===== config.mk =====
export PLATFORM = sky130hd
export DESIGN_NAME = keyed_plate_recolor_with_outline
export DESIGN_NICKNAME = d
export VERILOG_FILES = /design/src/hw/rtl/kprwo_pkg.sv /design/src/hw/rtl/keyed_plate_recolor_with_outline.sv
export SDC_FILE = /design/constraint.sdc
export NUM_CORES = 1
export LEC_CHECK = 0
export ABC_AREA = 1
export CAP_MARGIN = 25
export CORE_ASPECT_RATIO = 0.5
export CORE_MARGIN = 3
export CORE_UTILIZATION = 40
export DETAILED_ROUTE_END_ITERATION = 8
export DONT_BUFFER_PORTS = 1
export PLACE_DENSITY = 0.6
export SYNTH_ARGS = -nofsm -noshare
export SYNTH_HDL_FRONTEND = slang
export SYNTH_SLANG_ARGS = --single-unit
export TNS_END_PERCENT = 100

===== constraint.sdc =====
create_clock -name i_clk -period 5.75 [get_ports i_clk]
set_input_delay 1.15 -clock i_clk [delete_from_list [all_inputs] [get_ports i_clk]]
set_output_delay 1.15 -clock i_clk [all_outputs]
set_load 0.05 [all_outputs]

===== src/hw/rtl/kprwo_pkg.sv =====
// shared types, constants and colour function for the keyed plate recolour block
`timescale 1ns / 1ps
`default_nettype none

package kprwo_pkg;

    // default frame limits
    localparam int MAX_WIDTH_DEF  = 32;
    localparam int MAX_HEIGHT_DEF = 32;

    // register file port
    localparam int CFG_IDX_W  = 3;
    localparam int CFG_DATA_W = 8;
    localparam int SIZE_W     = 6;

    localparam logic [CFG_IDX_W-1:0] CFG_DARK_PANEL  = 3'd0;
    localparam logic [CFG_IDX_W-1:0] CFG_ALPHA_THR   = 3'd1;
    localparam logic [CFG_IDX_W-1:0] CFG_RED_LIMIT   = 3'd2;
    localparam logic [CFG_IDX_W-1:0] CFG_GREEN_LIMIT = 3'd3;
    localparam logic [CFG_IDX_W-1:0] CFG_BLUE_LIMIT  = 3'd4;
    localparam logic [CFG_IDX_W-1:0] CFG_FRAME_W     = 3'd5;
    localparam logic [CFG_IDX_W-1:0] CFG_FRAME_H     = 3'd6;

    // register reset values
    localparam logic [7:0]        RST_ALPHA_THR   = 8'd40;
    localparam logic [7:0]        RST_RED_LIMIT   = 8'd48;
    localparam logic [7:0]        RST_GREEN_LIMIT = 8'd52;
    localparam logic [7:0]        RST_BLUE_LIMIT  = 8'd72;
    localparam logic [SIZE_W-1:0] RST_FRAME_W     = 6'd24;
    localparam logic [SIZE_W-1:0] RST_FRAME_H     = 6'd24;

    // colour sets
    localparam logic [7:0] LIGHT_PLATE_R = 8'd232;
    localparam logic [7:0] LIGHT_PLATE_G = 8'd236;
    localparam logic [7:0] LIGHT_PLATE_B = 8'd241;
    localparam logic [7:0] LIGHT_RING_R  = 8'd255;
    localparam logic [7:0] LIGHT_RING_G  = 8'd255;
    localparam logic [7:0] LIGHT_RING_B  = 8'd255;
    localparam logic [7:0] DARK_PLATE_R  = 8'd18;
    localparam logic [7:0] DARK_PLATE_G  = 8'd26;
    localparam logic [7:0] DARK_PLATE_B  = 8'd42;
    localparam logic [7:0] DARK_RING_R   = 8'd20;
    localparam logic [7:0] DARK_RING_G   = 8'd24;
    localparam logic [7:0] DARK_RING_B   = 8'd36;

    localparam logic [7:0] ALPHA_OPAQUE = 8'd255;
    localparam logic [7:0] ALPHA_CLEAR  = 8'd0;

    typedef struct packed {
        logic [7:0] red;
        logic [7:0] green;
        logic [7:0] blue;
    } t_rgb;

    // one stored pixel: colour plus binarised opacity
    typedef struct packed {
        logic opq;
        t_rgb rgb;
    } t_pix;

    // line store entry: pixel of the row above plus opacity of the row above that
    typedef struct packed {
        logic up_opq;
        t_pix pix;
    } t_entry;

    // one column of the 3x3 neighbourhood
    typedef struct packed {
        logic top_opq;
        t_pix mid;
        logic bot_opq;
    } t_col;

    function automatic t_rgb f_recolor(t_pix p, logic ring, logic dark,
                                       logic [7:0] rlim, logic [7:0] glim,
                                       logic [7:0] blim);
        t_rgb c;
        c = p.rgb;
        if (p.opq && (p.rgb.red < rlim) && (p.rgb.green < glim) && (p.rgb.blue < blim)) begin
            if (ring) begin
                c.red   = dark ? LIGHT_RING_R : DARK_RING_R;
                c.green = dark ? LIGHT_RING_G : DARK_RING_G;
                c.blue  = dark ? LIGHT_RING_B : DARK_RING_B;
            end else begin
                c.red   = dark ? LIGHT_PLATE_R : DARK_PLATE_R;
                c.green = dark ? LIGHT_PLATE_G : DARK_PLATE_G;
                c.blue  = dark ? LIGHT_PLATE_B : DARK_PLATE_B;
            end
        end
        return c;
    endfunction

endpackage

`default_nettype wire


===== src/hw/rtl/keyed_plate_recolor_with_outline.sv =====
// keyed plate recolour with outline: line-store based pixel stream processor
`timescale 1ns / 1ps
`default_nettype none

// channel     dir  handshake                      content
// s_axis      in   s_axis_tvalid / s_axis_tready  pixel red, green, blue, alpha
// m_axis      out  m_axis_tvalid / m_axis_tready  processed pixel, frame end, last of burst
// cfg         in   i_cfg_valid / o_cfg_ready      register index and write data
//
// one pixel item per cycle inside a row while m_axis does not stall; the last column
//   of rows after the first holds the input for two results, the second from a tail state
// the last pixel of a frame holds the input through the flush, which reads one column
//   per cycle while m_axis does not stall, through the single line store read port
// results leave through one output register, so stalls on m_axis hold the pipeline
// reset clears counters and control; the line store holds no reset value and needs
//   no clearing pass, as entries read in the first row only feed masked terms
// config writes are taken at any time, one per cycle

module keyed_plate_recolor_with_outline #(
    parameter int MAX_WIDTH  = kprwo_pkg::MAX_WIDTH_DEF,
    parameter int MAX_HEIGHT = kprwo_pkg::MAX_HEIGHT_DEF
) (
    input  wire logic                             i_clk,
    input  wire logic                             i_rst_n,
    // pixel in, tdata: red[7:0], green[15:8], blue[23:16], alpha[31:24]
    input  wire logic                             s_axis_tvalid,
    output logic                                  s_axis_tready,
    input  wire logic [31:0]                      s_axis_tdata,
    // pixel out, tdata: out_red[7:0], out_green[15:8], out_blue[23:16], out_alpha[31:24]
    output logic                                  m_axis_tvalid,
    input  wire logic                             m_axis_tready,
    output logic [31:0]                           m_axis_tdata,
    output logic                                  m_axis_tlast,  // burst_last
    output logic                                  m_axis_tuser,  // frame_end
    // register writes
    input  wire logic                             i_cfg_valid,
    output logic                                  o_cfg_ready,
    input  wire logic [kprwo_pkg::CFG_IDX_W-1:0]  i_cfg_index,
    input  wire logic [kprwo_pkg::CFG_DATA_W-1:0] i_cfg_data
);
    import kprwo_pkg::*;

    // column address width, effective height limit and row counter width
    localparam int AW    = (MAX_WIDTH > 1) ? $clog2(MAX_WIDTH) : 1;
    localparam int CNT_W = AW + 1;
    localparam int HEFF  = (MAX_HEIGHT < 63) ? MAX_HEIGHT : 63;
    localparam int RW    = (HEFF > 1) ? $clog2(HEFF) : 1;

    typedef enum logic [2:0] {
        S_RUN   = 3'b001,   // normal streaming
        S_TAIL  = 3'b010,   // second result at the end of a row
        S_FLUSH = 3'b100    // last row read back and sent out
    } t_state;

    // item held between line store read and write back
    typedef struct packed {
        logic [AW-1:0] x;
        logic          r_ge1;
        logic          r_ge2;
        logic          last_col;
        logic          last_row;
        t_pix          pix;
    } t_s1;

    // configuration registers
    logic              r_dark;
    logic [7:0]        r_athr;
    logic [7:0]        r_rlim;
    logic [7:0]        r_glim;
    logic [7:0]        r_blim;
    logic [SIZE_W-1:0] r_fwid;
    logic [SIZE_W-1:0] r_fhgt;

    // control state
    t_state         r_state, n_state;
    logic [AW-1:0]  r_col;
    logic [RW-1:0]  r_row;
    logic           r_s1_valid, n_s1_valid;
    t_s1            r_s1;
    logic           r_m_valid;
    logic [CNT_W-1:0] r_fl_cnt;
    logic           r_fd_valid;
    logic [AW-1:0]  r_fd_idx;

    // line store and its read data register
    t_entry         r_mem [MAX_WIDTH];
    t_entry         r_rd;

    // neighbourhood columns x-1 and x-2
    t_col           r_w1, r_w2;

    // output register
    logic [31:0]    r_m_data;
    logic           r_m_last;
    logic           r_m_user;

    // combinational
    logic [SIZE_W-1:0] w_eff, h_eff;
    logic           in_acc, out_free;
    logic           restart;
    logic [AW-1:0]  x_in;
    logic [RW-1:0]  row_in;
    logic           lc_in, lr_in;
    t_s1            s1_in;
    logic           emit_a, fire, more, win_shift;
    logic           mem_we, rd_en;
    logic [AW-1:0]  rd_addr;
    t_entry         wd;
    t_col           cur_col;
    logic           interior;
    logic           res_valid, res_ring, res_last, res_fend;
    t_pix           res_pix;
    t_rgb           res_rgb;
    logic           fl_issue, fl_emit, fl_last, fl_enter;

    // frame size, out-of-range values clamped
    always_comb begin
        if (r_fwid == '0) begin
            w_eff = SIZE_W'(1);
        end else if (int'(r_fwid) > MAX_WIDTH) begin
            w_eff = SIZE_W'(MAX_WIDTH);
        end else begin
            w_eff = r_fwid;
        end
        if (r_fhgt == '0) begin
            h_eff = SIZE_W'(1);
        end else if (int'(r_fhgt) > HEFF) begin
            h_eff = SIZE_W'(HEFF);
        end else begin
            h_eff = r_fhgt;
        end
    end

    assign o_cfg_ready = 1'b1;
    assign in_acc      = s_axis_tvalid && s_axis_tready;
    assign out_free    = !r_m_valid || m_axis_tready;

    // position of the incoming pixel; a shrunk frame restarts at the origin
    always_comb begin
        restart = (SIZE_W'(r_col) >= w_eff) || (SIZE_W'(r_row) >= h_eff);
        x_in    = restart ? '0 : r_col;
        row_in  = restart ? '0 : r_row;
        lc_in   = (SIZE_W'(x_in) + SIZE_W'(1)) == w_eff;
        lr_in   = (SIZE_W'(row_in) + SIZE_W'(1)) == h_eff;
        s1_in.x        = x_in;
        s1_in.r_ge1    = row_in != '0;
        s1_in.r_ge2    = row_in > RW'(1);
        s1_in.last_col = lc_in;
        s1_in.last_row = lr_in;
        s1_in.pix.opq  = s_axis_tdata[31:24] >= r_athr;
        s1_in.pix.rgb.red   = s_axis_tdata[7:0];
        s1_in.pix.rgb.green = s_axis_tdata[15:8];
        s1_in.pix.rgb.blue  = s_axis_tdata[23:16];
    end

    // column x of the neighbourhood: row r-2 opacity, row r-1 pixel, row r opacity
    always_comb begin
        cur_col.top_opq = r_rd.up_opq;
        cur_col.mid     = r_rd.pix;
        cur_col.bot_opq = r_s1.pix.opq;
        // pixel x-1 sits inside when it has rows above and below and columns both sides
        interior = r_s1.r_ge2 && (r_s1.x > AW'(1))
                && r_w2.top_opq && r_w1.top_opq && cur_col.top_opq
                && r_w2.bot_opq && r_w1.bot_opq && cur_col.bot_opq
                && r_w2.mid.opq && cur_col.mid.opq;
        // write back: this row's pixel, and the opacity of the row now above
        wd.up_opq = r_rd.pix.opq;
        wd.pix    = r_s1.pix;
    end

    // sequencing of results
    always_comb begin
        n_state    = r_state;
        n_s1_valid = r_s1_valid;
        emit_a     = r_s1_valid && r_s1.r_ge1 && (r_s1.x != '0);
        fire       = 1'b0;
        more       = r_s1.last_col && (r_s1.r_ge1 || r_s1.last_row);
        win_shift  = 1'b0;
        mem_we     = 1'b0;
        res_valid  = 1'b0;
        res_ring   = 1'b1;
        res_last   = 1'b0;
        res_fend   = 1'b0;
        res_pix    = r_w1.mid;
        fl_issue   = 1'b0;
        fl_emit    = 1'b0;
        fl_last    = 1'b0;
        fl_enter   = 1'b0;
        s_axis_tready = 1'b0;

        unique case (r_state)
            S_RUN: begin
                fire = r_s1_valid && (!emit_a || out_free);
                s_axis_tready = !r_s1_valid || (fire && !more);
                if (fire) begin
                    mem_we    = 1'b1;
                    win_shift = 1'b1;
                    res_valid = emit_a;
                    res_ring  = !interior;
                    res_last  = !r_s1.last_col;
                    if (r_s1.last_col && r_s1.r_ge1) begin
                        n_state = S_TAIL;
                    end else if (r_s1.last_col && r_s1.last_row) begin
                        n_state  = S_FLUSH;
                        fl_enter = 1'b1;
                    end else begin
                        n_s1_valid = 1'b0;
                    end
                end
                if (s_axis_tvalid && s_axis_tready) begin
                    n_s1_valid = 1'b1;
                end
            end
            S_TAIL: begin
                // last column: always on the border
                if (out_free) begin
                    res_valid = 1'b1;
                    res_last  = !r_s1.last_row;
                    if (r_s1.last_row) begin
                        n_state  = S_FLUSH;
                        fl_enter = 1'b1;
                    end else begin
                        n_state    = S_RUN;
                        n_s1_valid = 1'b0;
                    end
                end
            end
            S_FLUSH: begin
                // last row has nothing below it, so every keyed pixel gets the ring
                fl_issue = (SIZE_W'(r_fl_cnt) < w_eff) && (!r_fd_valid || out_free);
                fl_emit  = r_fd_valid && out_free;
                fl_last  = (SIZE_W'(r_fd_idx) + SIZE_W'(1)) == w_eff;
                if (fl_emit) begin
                    res_valid = 1'b1;
                    res_pix   = r_rd.pix;
                    res_last  = fl_last;
                    res_fend  = fl_last;
                    if (fl_last) begin
                        n_state    = S_RUN;
                        n_s1_valid = 1'b0;
                    end
                end
            end
            default: begin
                n_state = S_RUN;
            end
        endcase

        rd_en   = (s_axis_tvalid && s_axis_tready) || fl_issue;
        rd_addr = (r_state == S_FLUSH) ? r_fl_cnt[AW-1:0] : x_in;
        res_rgb = f_recolor(res_pix, res_ring, r_dark, r_rlim, r_glim, r_blim);
    end

    // line store: one write and one read per cycle, write data forwarded on a clash
    always_ff @(posedge i_clk) begin
        if (mem_we) begin
            r_mem[r_s1.x] <= wd;
        end
        if (rd_en) begin
            if (mem_we && (r_s1.x == rd_addr)) begin
                r_rd <= wd;
            end else begin
                r_rd <= r_mem[rd_addr];
            end
        end
    end

    // control registers
    always_ff @(posedge i_clk) begin
        if (!i_rst_n) begin
            r_dark     <= 1'b0;
            r_athr     <= RST_ALPHA_THR;
            r_rlim     <= RST_RED_LIMIT;
            r_glim     <= RST_GREEN_LIMIT;
            r_blim     <= RST_BLUE_LIMIT;
            r_fwid     <= RST_FRAME_W;
            r_fhgt     <= RST_FRAME_H;
            r_state    <= S_RUN;
            r_col      <= '0;
            r_row      <= '0;
            r_s1_valid <= 1'b0;
            r_m_valid  <= 1'b0;
            r_fl_cnt   <= '0;
            r_fd_valid <= 1'b0;
        end else begin
            if (i_cfg_valid && o_cfg_ready) begin
                unique case (i_cfg_index)
                    CFG_DARK_PANEL:  r_dark <= i_cfg_data[0];
                    CFG_ALPHA_THR:   r_athr <= i_cfg_data;
                    CFG_RED_LIMIT:   r_rlim <= i_cfg_data;
                    CFG_GREEN_LIMIT: r_glim <= i_cfg_data;
                    CFG_BLUE_LIMIT:  r_blim <= i_cfg_data;
                    CFG_FRAME_W:     r_fwid <= i_cfg_data[SIZE_W-1:0];
                    CFG_FRAME_H:     r_fhgt <= i_cfg_data[SIZE_W-1:0];
                    default: begin
                    end
                endcase
            end
            if (in_acc) begin
                if (lc_in) begin
                    r_col <= '0;
                    r_row <= lr_in ? '0 : row_in + RW'(1);
                end else begin
                    r_col <= x_in + AW'(1);
                    r_row <= row_in;
                end
            end
            r_state    <= n_state;
            r_s1_valid <= n_s1_valid;
            if (res_valid) begin
                r_m_valid <= 1'b1;
            end else if (m_axis_tready) begin
                r_m_valid <= 1'b0;
            end
            if (fl_enter) begin
                r_fl_cnt   <= '0;
                r_fd_valid <= 1'b0;
            end else begin
                if (fl_issue) begin
                    r_fl_cnt <= r_fl_cnt + CNT_W'(1);
                end
                if (fl_issue) begin
                    r_fd_valid <= 1'b1;
                end else if (fl_emit) begin
                    r_fd_valid <= 1'b0;
                end
            end
        end
    end

    // payload registers
    always_ff @(posedge i_clk) begin
        if (in_acc) begin
            r_s1 <= s1_in;
        end
        if (win_shift) begin
            r_w2 <= r_w1;
            r_w1 <= cur_col;
        end
        if (fl_issue) begin
            r_fd_idx <= r_fl_cnt[AW-1:0];
        end
        if (res_valid) begin
            r_m_data <= {res_pix.opq ? ALPHA_OPAQUE : ALPHA_CLEAR,
                         res_rgb.blue, res_rgb.green, res_rgb.red};
            r_m_last <= res_last;
            r_m_user <= res_fend;
        end
    end

    assign m_axis_tvalid = r_m_valid;
    assign m_axis_tdata  = r_m_data;
    assign m_axis_tlast  = r_m_last;
    assign m_axis_tuser  = r_m_user;

    // frame end only ever closes a burst
    a_fend_last: assert property (@(posedge i_clk) disable iff (!i_rst_n)
        m_axis_tvalid && m_axis_tuser |-> m_axis_tlast)
        else $error("frame end without burst end");

    // tail and flush only run on behalf of a held item
    a_state_item: assert property (@(posedge i_clk) disable iff (!i_rst_n)
        (r_state == S_TAIL || r_state == S_FLUSH) |-> r_s1_valid)
        else $error("tail or flush without held item");

    // forwarding on a same-entry read and write
    a_forward: assert property (@(posedge i_clk) disable iff (!i_rst_n)
        $past(rd_en && mem_we && (r_s1.x == rd_addr)) |-> (r_rd == $past(wd)))
        else $error("line store forwarding lost");

    // flush never reads beyond the row
    a_flush_range: assert property (@(posedge i_clk) disable iff (!i_rst_n)
        (r_state == S_FLUSH) |-> (SIZE_W'(r_fl_cnt) <= w_eff))
        else $error("flush read beyond row");

endmodule

`default_nettype wire


* Yosys cells after proc, flatten, opt, wreduce, memory -nomap -nowiden *
Memories as Yosys holds them, arrays and structs flattened. A register that Yosys moved wholly into a read port is not among the register bits.
Index checks and enable logic that the tools add are counted.

cells by class
  add/sub/neg operators = 6
  magnitude comparators = 11
  eq/ne operators = 21
  mux-type cells = 65
  bitwise logic cells = 1
  reductions and logical operators = 56

operators with widths
  cell                   number
  $mux W8                7
  $mux W25               2
  $mux W24               2
  $mux W1                32
  $mux W5                6
  $lt A8 B8 Y1           3
  $mux W6                4
  $logic_and A1 B1 Y1    23
  $mux W3                7
  $add A5 B1 Y6 const B  3
  $eq A6 B6 Y1           3
  $reduce_and A2 Y1      7
  $eq A3 B3 Y1 const B   4
  $ge A5 B6 Y1           2
  $gt A6 B6 Y1 const B   2
  $logic_not A6 Y1       2
  $ne A3 B3 Y1 const B   4
  $add A5 B1 Y5 const B  2
  $gt A5 B1 Y1 const B   2
  $ne A2 B2 Y1 const B   5
  $reduce_bool A5 Y1     2
  $eq A3 B2 Y1 const B   3
  $pmux W1 S3            3
  $pmux W3 S3            1
  14 further kinds       29

word-level totals
  register bits after elaboration = 170
  bits in writable memories = 832
  input port bits = 48
  output and inout port bits = 37
  memories = 1

memory list
  name   words  bits a word  rd ports  clocked after Yosys merged registers in  wr ports  line                                    source
  r_mem  32     26           1         1                                        1         keyed_plate_recolor_with_outline.sv:86  t_entry r_mem [MAX_WIDTH];

* Longest topological paths before layout *
  depth after elaboration = 15
  mapped depth = 27
  depth with buffers taken out = 26

* Worst setup path before layout *
OpenSTA, ideal clock, no wires.

  path kind = in2reg
  from = input m_axis_tready
  to = memory r_mem[6][0] (netlist name), enable pin
  setup time = 0.442 ns
  arrival = 4.467 ns
  required time = 5.308 ns
  path slack = 0.841 ns
  cell stages on the path = 6
  cells stage by stage = nor2_1 -> inv_1 -> o21ai_1 -> nor2_2 -> inv_1 -> nor3_1

between the ends
  cells in the longest elaborated chain, start to end = 7

RTL lines
  element                        line                                     source
  start: declaration             keyed_plate_recolor_with_outline.sv:31   input wire logic m_axis_tready,
  $logic_or A1 B1 Y1             keyed_plate_recolor_with_outline.sv:136  assign out_free = !r_m_valid || m_axis_tready;
  $logic_or A1 B1 Y1             keyed_plate_recolor_with_outline.sv:193  fire = r_s1_valid && (!emit_a || out_free);
  $logic_and A1 B1 Y1            keyed_plate_recolor_with_outline.sv:193
  $mux W1                        keyed_plate_recolor_with_outline.sv:195  if (fire) begin
  $mux W1                        keyed_plate_recolor_with_outline.sv:191  unique case (r_state)
  net mem_we                     keyed_plate_recolor_with_outline.sv:106  logic mem_we, rd_en;
  $mux W1                        keyed_plate_recolor_with_outline.sv:256  if (mem_we) begin
  $mux W1 (implied by the code)  keyed_plate_recolor_with_outline.sv:257  r_mem[r_s1.x] <= wd;
  end: declaration               keyed_plate_recolor_with_outline.sv:86

The timed path passes the listed nets, and every way through them passes these cells.

* Worst setup path in the final report *
  from = register r_fwid[2]
  to = register cur_col[24] (netlist name)

between the ends
  cells in the longest elaborated chain, start to end = 7

RTL lines
  element                                                    line                                                                              source
  start: declaration                                         keyed_plate_recolor_with_outline.sv:71                                            logic [SIZE_W-1:0] r_fwid;
  start signal: assignment                                   keyed_plate_recolor_with_outline.sv:293                                           CFG_FRAME_W: r_fwid <= i_cfg_data[SIZE_W-1:0];
  $gt A6 B6 Y1                                               keyed_plate_recolor_with_outline.sv:120                                           end else if (int'(r_fwid) > MAX_WIDTH) begin
  $mux W6                                                    keyed_plate_recolor_with_outline.sv:120
  $mux W6 (*)                                                keyed_plate_recolor_with_outline.sv:118                                           if (r_fwid == '0) begin
  $ge A5 B6 Y1 or $lt A6 B6 Y1 (tied branches)               keyed_plate_recolor_with_outline.sv:140, keyed_plate_recolor_with_outline.sv:230
  $logic_or A1 B1 Y1 or $logic_and A1 B1 Y1 (tied branches)  keyed_plate_recolor_with_outline.sv:140, keyed_plate_recolor_with_outline.sv:230
  $mux W5 or $mux W1 (tied branches)                         keyed_plate_recolor_with_outline.sv:141, keyed_plate_recolor_with_outline.sv:191
  $mux W5 or $logic_or A1 B1 Y1 (tied branches)              keyed_plate_recolor_with_outline.sv:250, keyed_plate_recolor_with_outline.sv:249

Mark *: on every way between the ends. The rest lies on a longest branch, timed or not.
A chain may end at the register's enable or synchronous reset.

==> flow_summary.ini <==
[clock_network]
cts_max_path_buffers = 3
cts_tree = yes
cts_root_buffer = clkbuf_16
ctsResizeCount = 0
numCtsBuffers = 94
clk_latency_ns = 0.69
clk_pin_slew_ns = 0.07
hold_buffers = 0
cts_setup_buffers = 0
htreeDepth = 3
clock_sinks = 1021

[synth]
synthCells = 3837
synthDistinctLibCells = 49
synth_edf_count = 954
synthTopCellsByArea = edfxtp_1, nand2_1, nand3_1, o211ai_1, inv_1
avgSynthCellArea_um2 = 11.4
ys_seq_elements = 1021
async_reset_ff_frac = 0
ys.flop_type = edfxtp_1
synth_area_mm2 = 0.0437
synth-seq-area-share = 0.686
synth_warnings = 0
yosysTopAreaCellShare = 0.655
syn_nets = 3937
synth_largest_area_cell = edfxtp_1

[run_status]
outcome = completed

[sta]
setup_viol = 0
rsz0062_at_grt = false
slew_violations = 0
timing.fmax_mhz = 219
setup_tns_ns = 0
worstMarginPinSlew_ns = 1.07
hold_viol = 0
finClkSkew_ns = 0.0343
finalWorstSetupSlack_ns = 1.17
relSlewSlack = 0.288
finalCritPeriodShare = 0.796
finalCriticalPeriod_ns = 4.58

[floorplan]
die_width_um = 474
ioPinCount = 85
num_rows = 85
start_util = 0.405
core_mm2 = 0.108
die_area_mm2 = 0.114
die_h_um = 240

[layout]
fin_nets = 3905
mostFrequentLayoutCell = edfxtp_1
fillCellCount = 9683
drive_gt1_frac = 0.0761
final_cell_mix = edfxtp_1, nand2_1, nand3_1
area_delta_synth_final_pct = 11.8

[detailed_routing]
routed-via-count = 28959
finalWirelength_um = 121000
drc_errors = 0
wl_per_cell_um = 22.7
ant_nets = 0
via_per_inst = 5.45
dr.first_iter.drc_count = 3734
drtPass1Iterations = 7

[worst_setup_path]
r2r-start = r_fwid[2]
crit_top_cell = nand2_1
path_max_fanout = 26
required_ns = 6.28
rrSetupSlack_ns = 1.17
path_cells = nor2_1, nand3_1, a21oi_1, ha_1, inv_1, nand2_1, nand2_1, nand2_1, nand2_1, nand2_1, nor2_4, nand2_1, o21ai_4, nand2_1, a21oi_1, nand3_2, buf_4, inv_4, nand2_1, nand2_1
cp-end-kind = flip-flop
crit_start = r_fwid[2]
worstReg2RegEnd = cur_col[24]
cpMaxStageDelayCell = o21ai_4
worstSetupPathType = flip-flop to flip-flop
cp_data_arrival_time_ns = 5.11
cpPeakStageDelay_ns = 0.70
worstSetupStartpointType = flip-flop
r2r_cells = 20
crit_end = cur_col[24]

[global_route]
grt_pass1_wl_um = 178000
grt_pass1_vias = 27039
antenna_found_initial = 10
grtUsageTotal = 0.210
grt_max_degree = 152
globalRoute.totalOverflow = 0

[power_and_ir_drop]
ir_drop_mv = 0.321
p_per_area_mw_per_mm2 = 371
p_leak_uw = 0.0179

[place]
preCtsSetupSlack_ns = 0.896
port_buffers = 0
gp_congestion = 0.847
dp_hpwl_um = 68100

[run]
cap_violations = 0

[worst_hold_path]
worstHoldPathType = flip-flop to flip-flop
per-layer routing:
layer | part of all wire | routed length, µm | vias up | GRT usage
met5 | 0.00011 | 13 | - | 0
met2 | 0.44 | 53600 | 1241 | 0.322
li1 | - | - | 13384 | -
met4 | 0.024 | 2920 | 2 | 0.0547
met1 | 0.45 | 53800 | 14131 | 0.308
met3 | 0.086 | 10400 | 201 | 0.0369
cells by family (layout without fill, tap and decap cells):
logic type,after synthesis,in the layout,synth area share
AO/OA/AOI/OAI,443,443,0.0691
XOR/XNOR,12,12,0.00240
adder cells (fa/ha/maj),52,52,0.0149
buffers and inverters,651,693,0.0629
flip-flops,1021,1021,0.686
multiplexers,19,19,0.00489
other,1,2,0.0000858
AND/OR/NAND/NOR,1638,1638,0.160
per-stage QoR:
stage	power, µW	std cells	cell area [µm²]	util	hold WS, ns
3_3_place_gp	12000	5125	45400	0.421	0.434
6_report	18100	5315	48900	0.453	0.450
3_5_place_dp	12000	5126	45400	0.421	0.436
2_1_floorplan	11000	3837	43700	-	0.421
4_1_cts	18100	5296	48400	0.448	0.455
5_1_grt	18900	5314	48900	0.453	0.471
area by class of cell:
class | count | area, µm² | area share
antenna | 1 | 2.50 | 0.0000512
clock buffer | 117 | 2460 | 0.0503
clock inverter | 53 | 526 | 0.0107
inverter | 431 | 1620 | 0.0332
multi-input combinational | 2165 | 11300 | 0.231
sequential | 1021 | 30000 | 0.613
tap | 1435 | 1800 | 0.0367
timing repair buffer | 92 | 1210 | 0.0248
power by group:
group,internal (µW),switching [µW],total (µW)
Combinational,899,2150,3050
Clock,3410,2780,6200
Sequential,8590,294,8880
Total,12900,5230,18100
registers in the layout (all words and copies together), names as in the netlist, 3 cells and up:
| name | flops |
|---|---|
| r_fl_cnt | 6 |
| r_col | 5 |
| r_fd_idx | 5 |
| r_fhgt | 6 |
| r_row | 5 |
| r_glim | 8 |
| r_rlim | 8 |
| r_w2 | 3 |
| r_w1 | 27 |
| r_fwid | 6 |
| r_blim | 8 |
| cur_col | 27 |
| r_athr | 8 |
| m_axis_tdata | 25 |
| r_s1 | 33 |
| r_mem | 832 |
| r_state | 3 |
synth_stat cells, types with 52 or more instances:
master	instances
nand3_1	564
clkbuf_1	54
nor2_1	98
nand2_1	933
inv_1	424
o21ai_0	60
dfxtp_1	67
buf_2	120
a21oi_1	65
o211ai_1	298
edfxtp_1	954
ha_1	52
worst min path at each step:
stage	from	to	slack [ns]	cells past startpoint
2_1_floorplan	cur_col[12]	r_w1[12]	0.42	0
3_3_place_gp	r_w1[26]	r_w2[26]	0.43	0
3_5_place_dp	r_w1[26]	r_w2[26]	0.44	0
4_1_cts	r_w1[26]	r_w2[26]	0.46	0
5_1_grt	r_w1[26]	r_w2[26]	0.47	0
6_report	r_w1[25]	r_w2[25]	0.45	0
critical path, delay by kind of cell (launching register included):
family	cells	cell delay (ns)
AOI/OAI and AO/OA	3	1.35
adders and majority gates	1	0.33
buffers and inverters	3	0.75
DFF	1	0.33
and+or+nand+nor	13	1.66
Power figures use the tool's default switching activity.
